### src/rtl/nps_pkg.sv
// Package for the nearest point search unit: field widths, opcodes,
// register map, controller states and the lane control struct.
// No dependencies; every other file of the block imports it.
`default_nettype none

package nps_pkg;

  localparam int unsigned COORD_W   = 16;
  localparam int unsigned DIMS      = 4;
  localparam int unsigned OP_W      = 2;
  localparam int unsigned DSQ_W     = 34;
  localparam int unsigned ROOT_W    = 17;
  localparam int unsigned IDX_OUT_W = 8;
  localparam int unsigned DIMS_W    = 3;

  localparam logic [DIMS_W-1:0] DIMS_RESET = DIMS_W'(DIMS);

  // Configuration port.
  localparam int unsigned PADDR_W = 3;
  localparam int unsigned PDATA_W = 32;
  localparam logic [PADDR_W-1:0] REG_DIMS_USED = 3'd0;

  // Cycles a lane needs after its last read before its best entry is final,
  // beyond the read cycle itself.
  localparam int unsigned DRAIN_CYCLES = 3;

  typedef enum logic [OP_W-1:0] {
    OP_LOAD  = 2'd0,
    OP_QUERY = 2'd1,
    OP_CLEAR = 2'd2
  } nps_op_e;

  typedef enum logic [5:0] {
    ST_IDLE   = 6'b000001,
    ST_SCAN   = 6'b000010,
    ST_DRAIN  = 6'b000100,
    ST_MERGE  = 6'b001000,
    ST_SQRT   = 6'b010000,
    ST_RESULT = 6'b100000
  } nps_state_e;

  typedef logic [DIMS-1:0][COORD_W-1:0] nps_point_t;

  typedef struct packed {
    logic start;   // clear the lane's running best
    logic wr_en;   // store the load point in this lane
    logic rd_en;   // read one row for the search
    logic rd_vld;  // the row read holds a stored point
  } nps_lane_ctrl_t;

endpackage

`default_nettype wire

### src/rtl/nps_isqrt.sv
// Iterative floor square root, one result bit per cycle.
// Depends on nps_pkg.
`default_nettype none

module nps_isqrt (
  input  wire logic                        clk_i,
  input  wire logic                        rst_ni,
  input  wire logic                        start_i,
  input  wire logic [nps_pkg::DSQ_W-1:0]   value_i,
  output logic                             done_o,
  output logic [nps_pkg::ROOT_W-1:0]       root_o
);
  import nps_pkg::*;

  localparam int unsigned REM_W = ROOT_W + 3;
  localparam int unsigned CNT_W = $clog2(ROOT_W + 1);

  logic             busy_q, busy_d;
  logic [CNT_W-1:0] cnt_q, cnt_d;
  logic [DSQ_W-1:0] val_q, val_d;
  logic [REM_W-1:0] rem_q, rem_d;
  logic [ROOT_W-1:0] root_q, root_d;
  logic [REM_W-1:0] rem_sh, trial;

  // Remainder with the next two radicand bits, against 4*root + 1.
  assign rem_sh = {rem_q[ROOT_W:0], val_q[DSQ_W-1 -: 2]};
  assign trial  = {1'b0, root_q, 2'b01};

  always_comb begin
    busy_d = busy_q;
    cnt_d  = cnt_q;
    val_d  = val_q;
    rem_d  = rem_q;
    root_d = root_q;
    if (start_i) begin
      busy_d = 1'b1;
      cnt_d  = CNT_W'(ROOT_W);
      val_d  = value_i;
      rem_d  = '0;
      root_d = '0;
    end else if (busy_q) begin
      if (cnt_q == '0) begin
        busy_d = 1'b0;
      end else begin
        cnt_d = cnt_q - 1'b1;
        val_d = {val_q[DSQ_W-3:0], 2'b00};
        if (rem_sh >= trial) begin
          rem_d  = rem_sh - trial;
          root_d = {root_q[ROOT_W-2:0], 1'b1};
        end else begin
          rem_d  = rem_sh;
          root_d = {root_q[ROOT_W-2:0], 1'b0};
        end
      end
    end
  end

  always_ff @(posedge clk_i or negedge rst_ni) begin
    if (!rst_ni) begin
      busy_q <= 1'b0;
      cnt_q  <= '0;
    end else begin
      busy_q <= busy_d;
      cnt_q  <= cnt_d;
    end
  end

  always_ff @(posedge clk_i) begin
    val_q  <= val_d;
    rem_q  <= rem_d;
    root_q <= root_d;
  end

  assign done_o = busy_q && (cnt_q == '0);
  assign root_o = root_q;

endmodule

`default_nettype wire

### config.mk
export PLATFORM = sky130hd
export DESIGN_NAME = nps_isqrt
export DESIGN_NICKNAME = d
export VERILOG_FILES = /design/src/rtl/nps_pkg.sv /design/src/rtl/nps_isqrt.sv
export SDC_FILE = /design/constraint.sdc
export NUM_CORES = 1
export LEC_CHECK = 0
export BUFFER_PORTS_ARGS = -buffer_cell sky130_fd_sc_hd__buf_2
export CAP_MARGIN = 10
export CORE_MARGIN = 10
export CORE_UTILIZATION = 60
export CTS_BUF_LIST = sky130_fd_sc_hd__clkbuf_4
export CTS_CLUSTER_SIZE = 10
export DETAILED_ROUTE_END_ITERATION = 16
export GPL_ROUTABILITY_DRIVEN = 0
export MAX_ROUTING_LAYER = met4
export PLACE_DENSITY = 0.83
export SETUP_SLACK_MARGIN = 0.2
export SLEW_MARGIN = 0
export SYNTH_ARGS = -nofsm -noshare
export SYNTH_HDL_FRONTEND = slang
export SYNTH_SLANG_ARGS = --single-unit
### constraint.sdc
create_clock -name clk_i -period 3.1 [get_ports clk_i]
set_clock_uncertainty 0.1 [all_clocks]
set_input_delay 0.93 -clock clk_i [delete_from_list [all_inputs] [get_ports clk_i]]
set_output_delay 0.93 -clock clk_i [all_outputs]
set_load 0.01 [all_outputs]
==> Word-level counts from Yosys, hierarchy flattened <==
Cells that the tools add are included.
{ "op_classes": {"add_sub_neg": 2, "magnitude_cmp": 1, "n_eq_ne": 1, "n_mux": 11, "n_bitwise": 1, "reduce_logical": 5} }
{ "ops": {"columns": ["cell", "n"], "rows": [
  ["$mux 34", 3],
  ["$ge 20x19->1", 1],
  ["$mux 18", 1],
  ["$sub 18x18->18", 1],
  ["$mux 5", 3],
  ["$logic_not 5->1", 1],
  ["$sub 5x1->5 const B", 1],
  ["$mux 1", 4],
  ["$reduce_and 2->1", 2],
  ["$ne 2x2->1 const B", 1],
  ["$reduce_bool 2->1", 1],
  ["$logic_and 1x1->1", 1],
  ["$not 1->1", 1]
]} }
{ "totals": {"ff_bits": 75, "input_bits": 37, "out_inout_bits": 18} }

==> Longest topological paths before layout <==
Gate-level depths: netlist (run 1).
{ "depth": {"ltp_word": 4, "mapped_depth": 10} }

==> Worst setup path before layout (run 1) <==
No wires, ideal clock.
{ "synth_path": {"path_kind": "register to register", "start": "register cnt_q[0]", "end": "register val_q[0], enable pin", "setup_ns": 0.389, "arrival_ns": 2.133, "required_time_ns": 2.611, "path_slack_ns": 0.478, "path_stages_with_launch": 9, "n_path_buf": 2, "path_cell_list": "dfrtp_1 inv_1 ha_1 nor4b_1 nor2b_1 clkbuf_1 clkbuf_1 nor2_1 inv_1"} }
{ "synth_via": {"elab_chain_len": 3} }
{ "synth_lines": {"columns": ["element", "line_no", "text"], "rows": [
  ["from (decl)", "nps_isqrt.sv:19", "logic [CNT_W-1:0] cnt_q, cnt_d;"],
  ["from (signal assigned)", "nps_isqrt.sv:64", "cnt_q <= cnt_d;"],
  ["$logic_not 5->1", "nps_isqrt.sv:42", "if (cnt_q == '0) begin"],
  ["$ne 2x2->1 (no line)", null, null],
  ["$reduce_and 2->1 (no line)", null, null],
  ["to (signal assigned)", "nps_isqrt.sv:69", "val_q <= val_d;"],
  ["to (decl)", "nps_isqrt.sv:20", "logic [DSQ_W-1:0] val_q, val_d;"]
]} }
Every way passes these cells.
A chain may end at the register's enable or synchronous reset.

==> Final worst setup path (run 1) <==
{ "layout_path": {"start": "register root_q[11], in the netlist root_o[11]", "end": "register rem_q[9]"} }
{ "layout_via": {"elab_chain_len": 2} }
{ "layout_lines": {"columns": ["element", "line_no", "text"], "rows": [
  ["from (decl)", "nps_isqrt.sv:22", "logic [ROOT_W-1:0] root_q, root_d;"],
  ["from (signal assigned)", "nps_isqrt.sv:71", "root_q <= root_d;"],
  ["$ge 20x19->1", "nps_isqrt.sv:47", "if (rem_sh >= trial) begin"],
  ["$mux 18", "nps_isqrt.sv:47", null],
  ["to (signal assigned)", "nps_isqrt.sv:70", "rem_q <= rem_d;"],
  ["to (decl)", "nps_isqrt.sv:21", "logic [REM_W-1:0] rem_q, rem_d;"]
]} }
Every way passes these cells.

==> flow_summary.json, run 1 <==
{
  "grt-ovfl-total": 0,
  "synth.top_cell.area_share_pct": 25.1,
  "num_antenna_cells": 0,
  "numCtsBuffers": 9,
  "crit_fanout": 12,
  "postCtsHoldBufs": 0,
  "max_stage_delay_ns": 0.39,
  "start_kind": "flop",
  "ys_seq_area_share_pct": 45.9,
  "totalWireLength_um": 8180,
  "core-area_sq_mm": 0.00646,
  "worstSetupEndpointType": "flop",
  "yosys-top-cells-area": "edfxtp_1 (25%), dfxtp_1 (17%), mux2_2 (8.8%)",
  "cts_buffer_depth": 2,
  "fp-row-count": 29,
  "drv_cap": 0,
  "maxSlewViolCount": 0,
  "grt_pass1_vias": 2884,
  "detail-route-antenna-nets": 0,
  "area.growth.synth_to_final_pct": 12.1,
  "ys_ff_latch": 75,
  "hold_viol": 0,
  "synth_area_sq_mm": 0.00407,
  "cts.sinks": 75,
  "clk_pin_slew_worst_paths_ns": 0.13,
  "outcome": "completed",
  "drtPass1Iterations": 4,
  "antenna_found_initial": 0,
  "worstPathArrival_ns": 2.98,
  "max_slew_margin_pct": 56.1,
  "cp_slowest_cell": "dfxtp_1",
  "p_leak_nw": 1.90,
  "rsz0062_at_grt": "yes",
  "critical_path_class": "flop to flop",
  "cts_tree": "built",
  "ys.flop_type": "dfxtp_1",
  "yosysWarnings": 0,
  "crit_required_ns": 3.32,
  "ir_drop_mv": 0.401,
  "hp-class": "input port to asynchronous set/reset pin",
  "drc": 0,
  "dieArea_sq_mm": 0.0105,
  "p_per_area_mw_per_mm2": 963,
  "die_h_um": 102,
  "post-route-period-util_pct": 89.0,
  "synth_area_per_cell_sq_um": 10.1,
  "cts_root_buffer": "clkbuf_4",
  "grt_pass1_wl_um": 13400,
  "mappedNetlistNets": 462,
  "final-setup-viol-count": 0,
  "min_period_ns": 2.76,
  "clock.fmax_ghz": 0.363,
  "h-tree-depth": 3,
  "worst_slew_pin_slew_ns": 0.658,
  "grt_max_degree": 61,
  "mostFrequentLayoutCells": "buf_2 (54), nand2_1 (50), dfxtp_1 (35)",
  "die_x_um": 102,
  "top_level_ports": 55,
  "drive_gt1_share_pct": 25.8,
  "post_cts_buffers": 0,
  "io_buffers": 54,
  "first_iter_violations": 168,
  "synth_edf_count": 34,
  "via_count": 3078,
  "synthCells": 404,
  "mostFrequentLayoutCell": "buf_2",
  "fin_setup_tns_ns": 0,
  "path_cells": "inv_1 -> ha_1 -> a21oi_1 -> o21ai_1 -> nor2_1 -> a31oi_4 -> buf_4 -> mux2i_1 -> a211oi_1",
  "async_flop_share_pct": 8.00,
  "worst_skew_pair.late_latency_ns": 0.42,
  "grtUsageTotal_pct": 16.3,
  "hold_ws_ns": 0.203,
  "synth_cell_type_count": 52,
  "synth_top_area_cell": "edfxtp_1",
  "initial_utilization_pct": 63.1,
  "wire_per_inst_um": 15.2,
  "nNetsFinal": 514,
  "viasPerCell": 5.72,
  "power_mw": 4.39,
  "dpl.hpwl_um": 5880
}
critical path: cells and delay by family, from the launching register on:
kind                       cells  cell delay, ns
muxes                          1            0.11
AOI/OAI and AO/OA              4            1.10
and+or+nand+nor                1            0.30
buffers and inverters          2            0.31
adders and majority gates      1            0.36
DFF                            1            0.39
kinds of logic (layout without fill, tap and decap cells):
| kind of cell | Yosys count | in the layout | share of synthesized area [%] |
|---|---|---|---|
| simple gates | 112 | 112 | 12.6 |
| compound gates | 90 | 91 | 15.4 |
| flops | 75 | 75 | 45.9 |
| buf+inv | 49 | 105 | 5.10 |
| mux | 43 | 43 | 11.5 |
| fa+ha+maj | 21 | 21 | 6.45 |
| xor+xnor | 14 | 14 | 3.01 |
what timing repair did:
action | 4_1_cts | 5_1_grt
pin swaps | 0 | 1
setup endpoints to repair | 1 | 8
cloned | 0 | 1
resized for setup | 1 | 3
layer usage:
metal  wire length, um  share of wire, %  vias up  track usage [%]
met5                 0                 0        -                -
met4               100               1.2        0             5.53
met3               468               5.7       10             4.52
met2              3860                47       83             24.8
met1              3760                46     1435             20.6
li1                  -                 -     1550                -
cell type report:
class / instances / area (sq um)
clock inverter: 5 / 37.5
tap: 77 / 96.3
sequential: 75 / 1870
timing repair buffer: 59 / 320
multi-input combinational: 281 / 2040
inverter: 30 / 113
fill: 462 / 1890
clock buffer: 11 / 82.6
through the flow:
stage                     setup slack (ns)  utilization [%]  instances  instance area, sq um
after floorplan                      0.478                -        404                  4070
after global placement               0.404             68.2        521                  4400
after detailed placement             0.312             68.2        521                  4400
after CTS                            0.245             70.1        537                  4530
after global routing                 0.136             70.7        538                  4570
final                                0.341             70.7        538                  4570
worst paths after layout:
path	start	to	slack, ns	depth (start not counted)
max	root_o[11]	rem_q[9]	0.34	9
min	rst_ni	cnt_q[2]	0.20	1
max reg2reg	root_o[11]	rem_q[9]	0.34	9
min reg2reg	root_o[16]	root_o[16]	0.39	2
max in group asynchronous	rst_ni	cnt_q[0]	2.54	1
min in group clk_i	root_o[16]	root_o[16]	0.39	2
cell usage after synthesis (all sizes together), types with 11 or more instances:
| cell | n |
|---|---|
| clkbuf | 15 |
| edfxtp | 34 |
| a211oi | 14 |
| nor2 | 32 |
| ha | 21 |
| nand2 | 52 |
| xnor2 | 13 |
| a21oi | 35 |
| mux2 | 32 |
| dfxtp | 35 |
| mux2i | 11 |
| inv | 30 |
state kept, by name, summed over array words and instances (netlist names):
name    flops
val_q      34
rem_q      18
root_o     17
cnt_q       5
busy_q      1
where the power goes:
group          internal, mW  switching, mW
Combinational          1.07           1.31
Sequential             1.31          0.163
Clock                 0.188          0.356
Note: power is estimated with default switching activity, not from simulation.
==> run 2: changes to the inputs <==
- CORE_UTILIZATION: 60 -> 64
- PLACE_DENSITY: 0.83 -> 0.87
- clock period: 3.1 -> 3.45 ns (I/O delays scaled with it)
==> run 2 against run 1 <==
Compared with the run above: worst hold slack better by 0.089 ns; via count is 0.32% lower; critical path depth is 4 lower; worst setup slack better by 0.21 ns; register-to-register slack better by 0.21 ns; total power is 13% lower.
==> flow_summary.json, run 2 (synthesis gave the netlist of run 1 again) <==
{
  "area.growth.synth_to_final_pct": 10.8,
  "worst_slew_pin_slew_ns": 0.905,
  "cts_buffer_depth": 2,
  "dpl.hpwl_um": 5960,
  "drc": 0,
  "largest_reg_flops": 34,
  "worst_skew_pair.late_latency_ns": 0.44,
  "maxSlewViolCount": 0,
  "use_met1_pct": 21.1,
  "grt_max_degree": 50,
  "fin_util_pct": 71.9,
  "dieArea_sq_mm": 0.00996,
  "initial_utilization_pct": 64.9,
  "die_h_um": 99.8,
  "power_mw": 3.83,
  "wire_per_inst_um": 15.2,
  "p_per_area_mw_per_mm2": 849,
  "crit_fanout": 3,
  "mostFrequentLayoutCell": "buf_2",
  "cp_slowest_cell": "dfrtp_1",
  "drtPass1Iterations": 5,
  "dpl_worst_slack_ns": 0.596,
  "critical_path_class": "flop to output pin",
  "grtUsageTotal_pct": 17.5,
  "h-tree-depth": 3,
  "rsz0062_at_grt": "no",
  "post-route-period-util_pct": 84.1,
  "grt_pass1_vias": 2962,
  "core-area_sq_mm": 0.00628,
  "fill_cells": 459,
  "fin_setup_tns_ns": 0,
  "top_register": "val_q",
  "grtUsageMet2_pct": 26.8,
  "totalWireLength_um": 8160,
  "p_leak_nw": 1.89,
  "cts.sinks": 75,
  "worstPathArrival_ns": 1.77,
  "path_cells": "inv_1 -> ha_1 -> nor4b_2 -> and2_1 -> buf_2",
  "final-setup-viol-count": 0,
  "outcome": "completed",
  "start_kind": "flop",
  "detail-route-antenna-nets": 0,
  "multiInputGateArea_sq_mm": 0.00201,
  "grt_pass1_wl_um": 13900,
  "drv_cap": 0,
  "clk_pin_slew_worst_paths_ns": 0.13,
  "max_stage_delay_ns": 0.44,
  "seqCellArea_sq_mm": 0.00187,
  "antenna_found_initial": 0,
  "mostFrequentLayoutCells": "buf_2 (54), nand2_1 (50), a21oi_1 (35), dfxtp_1 (35), edfxtp_1 (34)",
  "hp-class": "input port to asynchronous set/reset pin",
  "drive_gt1_share_pct": 25.7,
  "hold_viol": 0,
  "grt-ovfl-total": 0,
  "die_x_um": 99.8,
  "first_iter_violations": 169,
  "clock.fmax_ghz": 0.345,
  "via_count": 3068,
  "crit_required_ns": 2.31,
  "worstSetupEndpointType": "output pin",
  "min_period_ns": 2.90,
  "postCtsHoldBufs": 0,
  "numCtsBuffers": 9,
  "ir_drop_mv": 0.443,
  "io_buffers": 54,
  "viasPerCell": 5.71,
  "nNetsFinal": 513,
  "max_slew_margin_pct": 39.7,
  "grt_busiest_layer": "met2",
  "use_met3_pct": 5.29,
  "fin_ws_ns": 0.549,
  "num_antenna_cells": 0,
  "cts_root_buffer": "clkbuf_4",
  "top_level_ports": 55,
  "fp-row-count": 29,
  "cts_tree": "built"
}
[run 2: final cells by class]
cell class | count | share of cell area, %
Multi-Input combinational cell | 280 | 44.5
Clock buffer | 10 | 1.66
Timing Repair Buffer | 59 | 6.82
Clock inverter | 6 | 0.942
Inverter | 30 | 2.49
Sequential cell | 75 | 41.5
Tap cell | 77 | 2.13
[run 2: stage by stage]
| stage | cells | instance area (sq um) | hold slack, ns |
|---|---|---|---|
| after floorplan | 404 | 4070 | 0.348 |
| after global placement | 521 | 4390 | 0.361 |
| after detailed placement | 521 | 4390 | 0.376 |
| after CTS | 537 | 4510 | 0.291 |
| after global routing | 537 | 4510 | 0.282 |
| final | 537 | 4510 | 0.292 |
[run 2: path summary, 6_finish.rpt]
| path | slack (ns) | to | depth (start not counted) | startpoint |
|---|---|---|---|---|
| max | 0.55 | done_o | 5 | cnt_q[0] |
| min | 0.29 | cnt_q[1] | 1 | rst_ni |
| max reg2reg | 0.55 | rem_q[14] | 9 | root_o[11] |
| min reg2reg | 0.39 | root_o[8] | 2 | root_o[7] |
| max in group asynchronous | 2.80 | cnt_q[0] | 1 | rst_ni |
| min in group clk_i | 0.39 | root_o[8] | 2 | root_o[7] |
[run 2: what timing repair did]
item / CTS / global route
setup endpoints to repair: 0 / 1
buffers inserted: 0 / 0
resized for setup: 0 / 1
[run 2: worst max-delay path, delay by kind of cell (launching register included)]
kind                       cells  cell delay (ns)
and+or+nand+nor                2             0.53
DFF                            1             0.44
buffers and inverters          2             0.22
adders and majority gates      1             0.14
[run 2: where the power goes]
part           leakage, nW  switching (mW)  internal [mW]  total [mW]
sequential           0.718           0.139           1.18        1.31
combinational         1.11            1.12          0.921        2.04
clock               0.0628           0.322          0.157       0.479
total                 1.89            1.58           2.25        3.83
[run 2: routing by layer]
layer	up-vias	wire [um]
li1	1542	-
met1	1440	3600
met2	71	3960
met3	15	470
met4	0	133
met5	-	0
==> run 3: changes to the inputs <==
- ABC_AREA: unset -> 1
- CORE_UTILIZATION: 64 -> 60
- PLACE_DENSITY: 0.87 -> 0.82
- clock period: 3.45 -> 2.9 ns (I/O delays scaled with it)
==> run 3 against run 2 <==
Compared with the run above: register-to-register slack got worse by 0.099 ns; critical endpoint unchanged; synthesized cell count rose by 38%; worst hold slack worse by 0.17 ns; total power increased by 22%; count of clock-buffer cells in the layout unchanged; final area increased by 4.3%; synthesized area rose by 2.8%; clock power up 59%; highest routed layer unchanged; worst setup slack got worse by 0.20 ns.
==> flow_summary.json, run 3 <==
{
  "outcome": "completed",
  "num_antenna_cells": 0,
  "synthCells": 557,
  "met2_length_um": 4510,
  "p_int_mw": 2.58,
  "grt_pass1_wl_um": 17100,
  "yosys-top-cells-area": "edfxtp_1 (24%), nand2_1 (20%), dfxtp_1 (17%)",
  "antenna_found_initial": 0,
  "core-area_sq_mm": 0.00679,
  "fin_util_pct": 69.3,
  "worst-path-stages": 5,
  "cp-startpoint": "cnt_q[0]",
  "viasPerCell": 5.24,
  "crit_required_ns": 1.93,
  "max_stage_delay_ns": 0.39,
  "hold_viol": 0,
  "totalWireLength_um": 9750,
  "io_buffers": 54,
  "h-tree-depth": 3,
  "ir_drop_mv": 0.513,
  "worstPathArrival_ns": 1.58,
  "reg2regPathDepth": 7,
  "switchingPower_mw": 2.08,
  "finalInstanceArea_sq_mm": 0.00471,
  "grt-ovfl-total": 0,
  "grt_max_degree": 53,
  "pwr-share-seq_pct": 30.9,
  "maxSlewViolCount": 0,
  "via_count": 3731,
  "switching_share_pct": 44.6,
  "synth_most_common_cell": "nand2_1",
  "area.growth.synth_to_final_pct": 12.4,
  "ys.flop_type": "dfxtp_1",
  "synth_area_per_cell_sq_um": 7.52,
  "crit_fanout": 5,
  "yosysWarnings": 0,
  "first_iter_violations": 254,
  "start_kind": "flop",
  "drt-met1-wl_um": 4460,
  "dieArea_sq_mm": 0.0107,
  "crit_end": "done_o",
  "initial_utilization_pct": 61.6,
  "place_area_sq_mm": 0.00451,
  "grtUsageTotal_pct": 19.2,
  "synth.top_cell.area_share_pct": 24.4,
  "ys_seq_area_share_pct": 44.7,
  "mappedNetlistNets": 615,
  "async_flop_share_pct": 8.00,
  "r2r_start": "cnt_q[0]",
  "post-route-period-util_pct": 87.8,
  "mostFrequentLayoutCell": "nand2_1",
  "cts_buffer_depth": 2,
  "p_leak_nw": 2.44,
  "hold_ws_ns": 0.125,
  "met3_length_um": 561,
  "rsz0062_at_grt": "no",
  "cts.sinks": 75,
  "path_cells": "inv_1 -> ha_1 -> nand2_1 -> nor3_1 -> buf_2",
  "drtPass1Iterations": 5,
  "fp-row-count": 30,
  "dpl.hpwl_um": 6860,
  "min_period_ns": 2.55,
  "clk_pin_slew_worst_paths_ns": 0.13,
  "hp-class": "input port to asynchronous set/reset pin",
  "critical_path_class": "flop to output pin",
  "max_slew_margin_pct": 29.6,
  "worst-path-buf-inv": 2,
  "drv_cap": 0,
  "synth_top_area_cell": "edfxtp_1",
  "cts_root_buffer": "clkbuf_4",
  "top_level_ports": 55,
  "nNetsFinal": 669,
  "largest_reg_flops": 34,
  "numCtsBuffers": 9,
  "drive_gt1_share_pct": 15.3,
  "mostFrequentLayoutCells": "nand2_1 (218), inv_1 (67), buf_2 (54)",
  "synth_cell_type_count": 36,
  "synth_common_cells": "nand2_1 (218), inv_1 (67), dfxtp_1 (35)",
  "fin_setup_tns_ns": 0,
  "finalNonFillerCells": 712,
  "worst_path_dominant_cell_family": "flip-flops",
  "grt_pass1_vias": 3796,
  "wire_per_inst_um": 13.7,
  "detail-route-antenna-nets": 0,
  "rr_endpoint": "val_q[0]",
  "ys_ff_latch": 75,
  "cp_slowest_cell": "dfrtp_1",
  "p_per_area_mw_per_mm2": 991,
  "top_layer_used": "met4",
  "fin_ws_ns": 0.354,
  "die_h_um": 104,
  "synth_edf_count": 34,
  "worst_skew_pair.late_latency_ns": 0.44,
  "clock.fmax_ghz": 0.393,
  "dpl_worst_slack_ns": 0.468,
  "rrSetupSlack_ns": 0.45,
  "placed_cells": 692,
  "final-setup-viol-count": 0,
  "die_x_um": 104,
  "power_mw": 4.66,
  "worstSetupEndpointType": "output pin",
  "synth_area_sq_mm": 0.00419,
  "combPwrFrac_pct": 52.8,
  "postCtsHoldBufs": 0,
  "top_register": "val_q",
  "cts_tree": "built",
  "clockPowerShare_pct": 16.3,
  "worst_slew_pin_slew_ns": 1.05,
  "drc": 0
}
==> run 3: what timing repair did <==
item,in CTS,in global routing
buffers inserted,0,4
setup endpoints to repair,0,1
resized for setup,0,1
==> run 3: cells by family after synthesis <==
| logic type | synth area share [%] |
|---|---|
| and+or+nand+nor | 30.8 |
| adders and majority gates | 6.28 |
| DFF | 44.7 |
| AOI/OAI and AO/OA | 7.86 |
| buffers and inverters | 8.46 |
| xor gates and xnor gates | 1.88 |
==> run 3: final cells by class <==
| cell class | instances | area (sq um) |
|---|---|---|
| repair buffers | 60 | 315 |
| clock inverters | 6 | 88.8 |
| well taps | 96 | 120 |
| inverters | 72 | 270 |
| clock buffers | 10 | 75.1 |
| fillers | 580 | 2090 |
| multi-input cells | 393 | 1970 |
| flip-flops and latches | 75 | 1870 |
==> run 3: worst min path at each step <==
stage | from | to | cells past startpoint
5_1_grt | rst_ni | cnt_q[2] | 1
3_5_place_dp | rem_q[16] | rem_q[16] | 2
2_1_floorplan | rem_q[16] | rem_q[16] | 2
3_3_place_gp | rem_q[16] | rem_q[16] | 2
6_report | rst_ni | cnt_q[2] | 1
4_1_cts | rst_ni | cnt_q[2] | 1
==> run 3: per-layer routing <==
layer / global-route usage (%) / vias up
met3: 3.84 / 22
met4: 8.97 / 0
li1: - / 1907
met1: 23.4 / 1673
met5: - / -
met2: 29.8 / 129
==> run 3: power by group through the flow <==
stage,Combinational [mW],Clock (mW),Sequential [mW]
floorplan,1.90,0,1.42
detailed placement,2.31,0,1.46
CTS,2.34,0.760,1.44
global placement,2.26,0,1.46
finish,2.46,0.760,1.44
global route,2.81,0.810,1.46
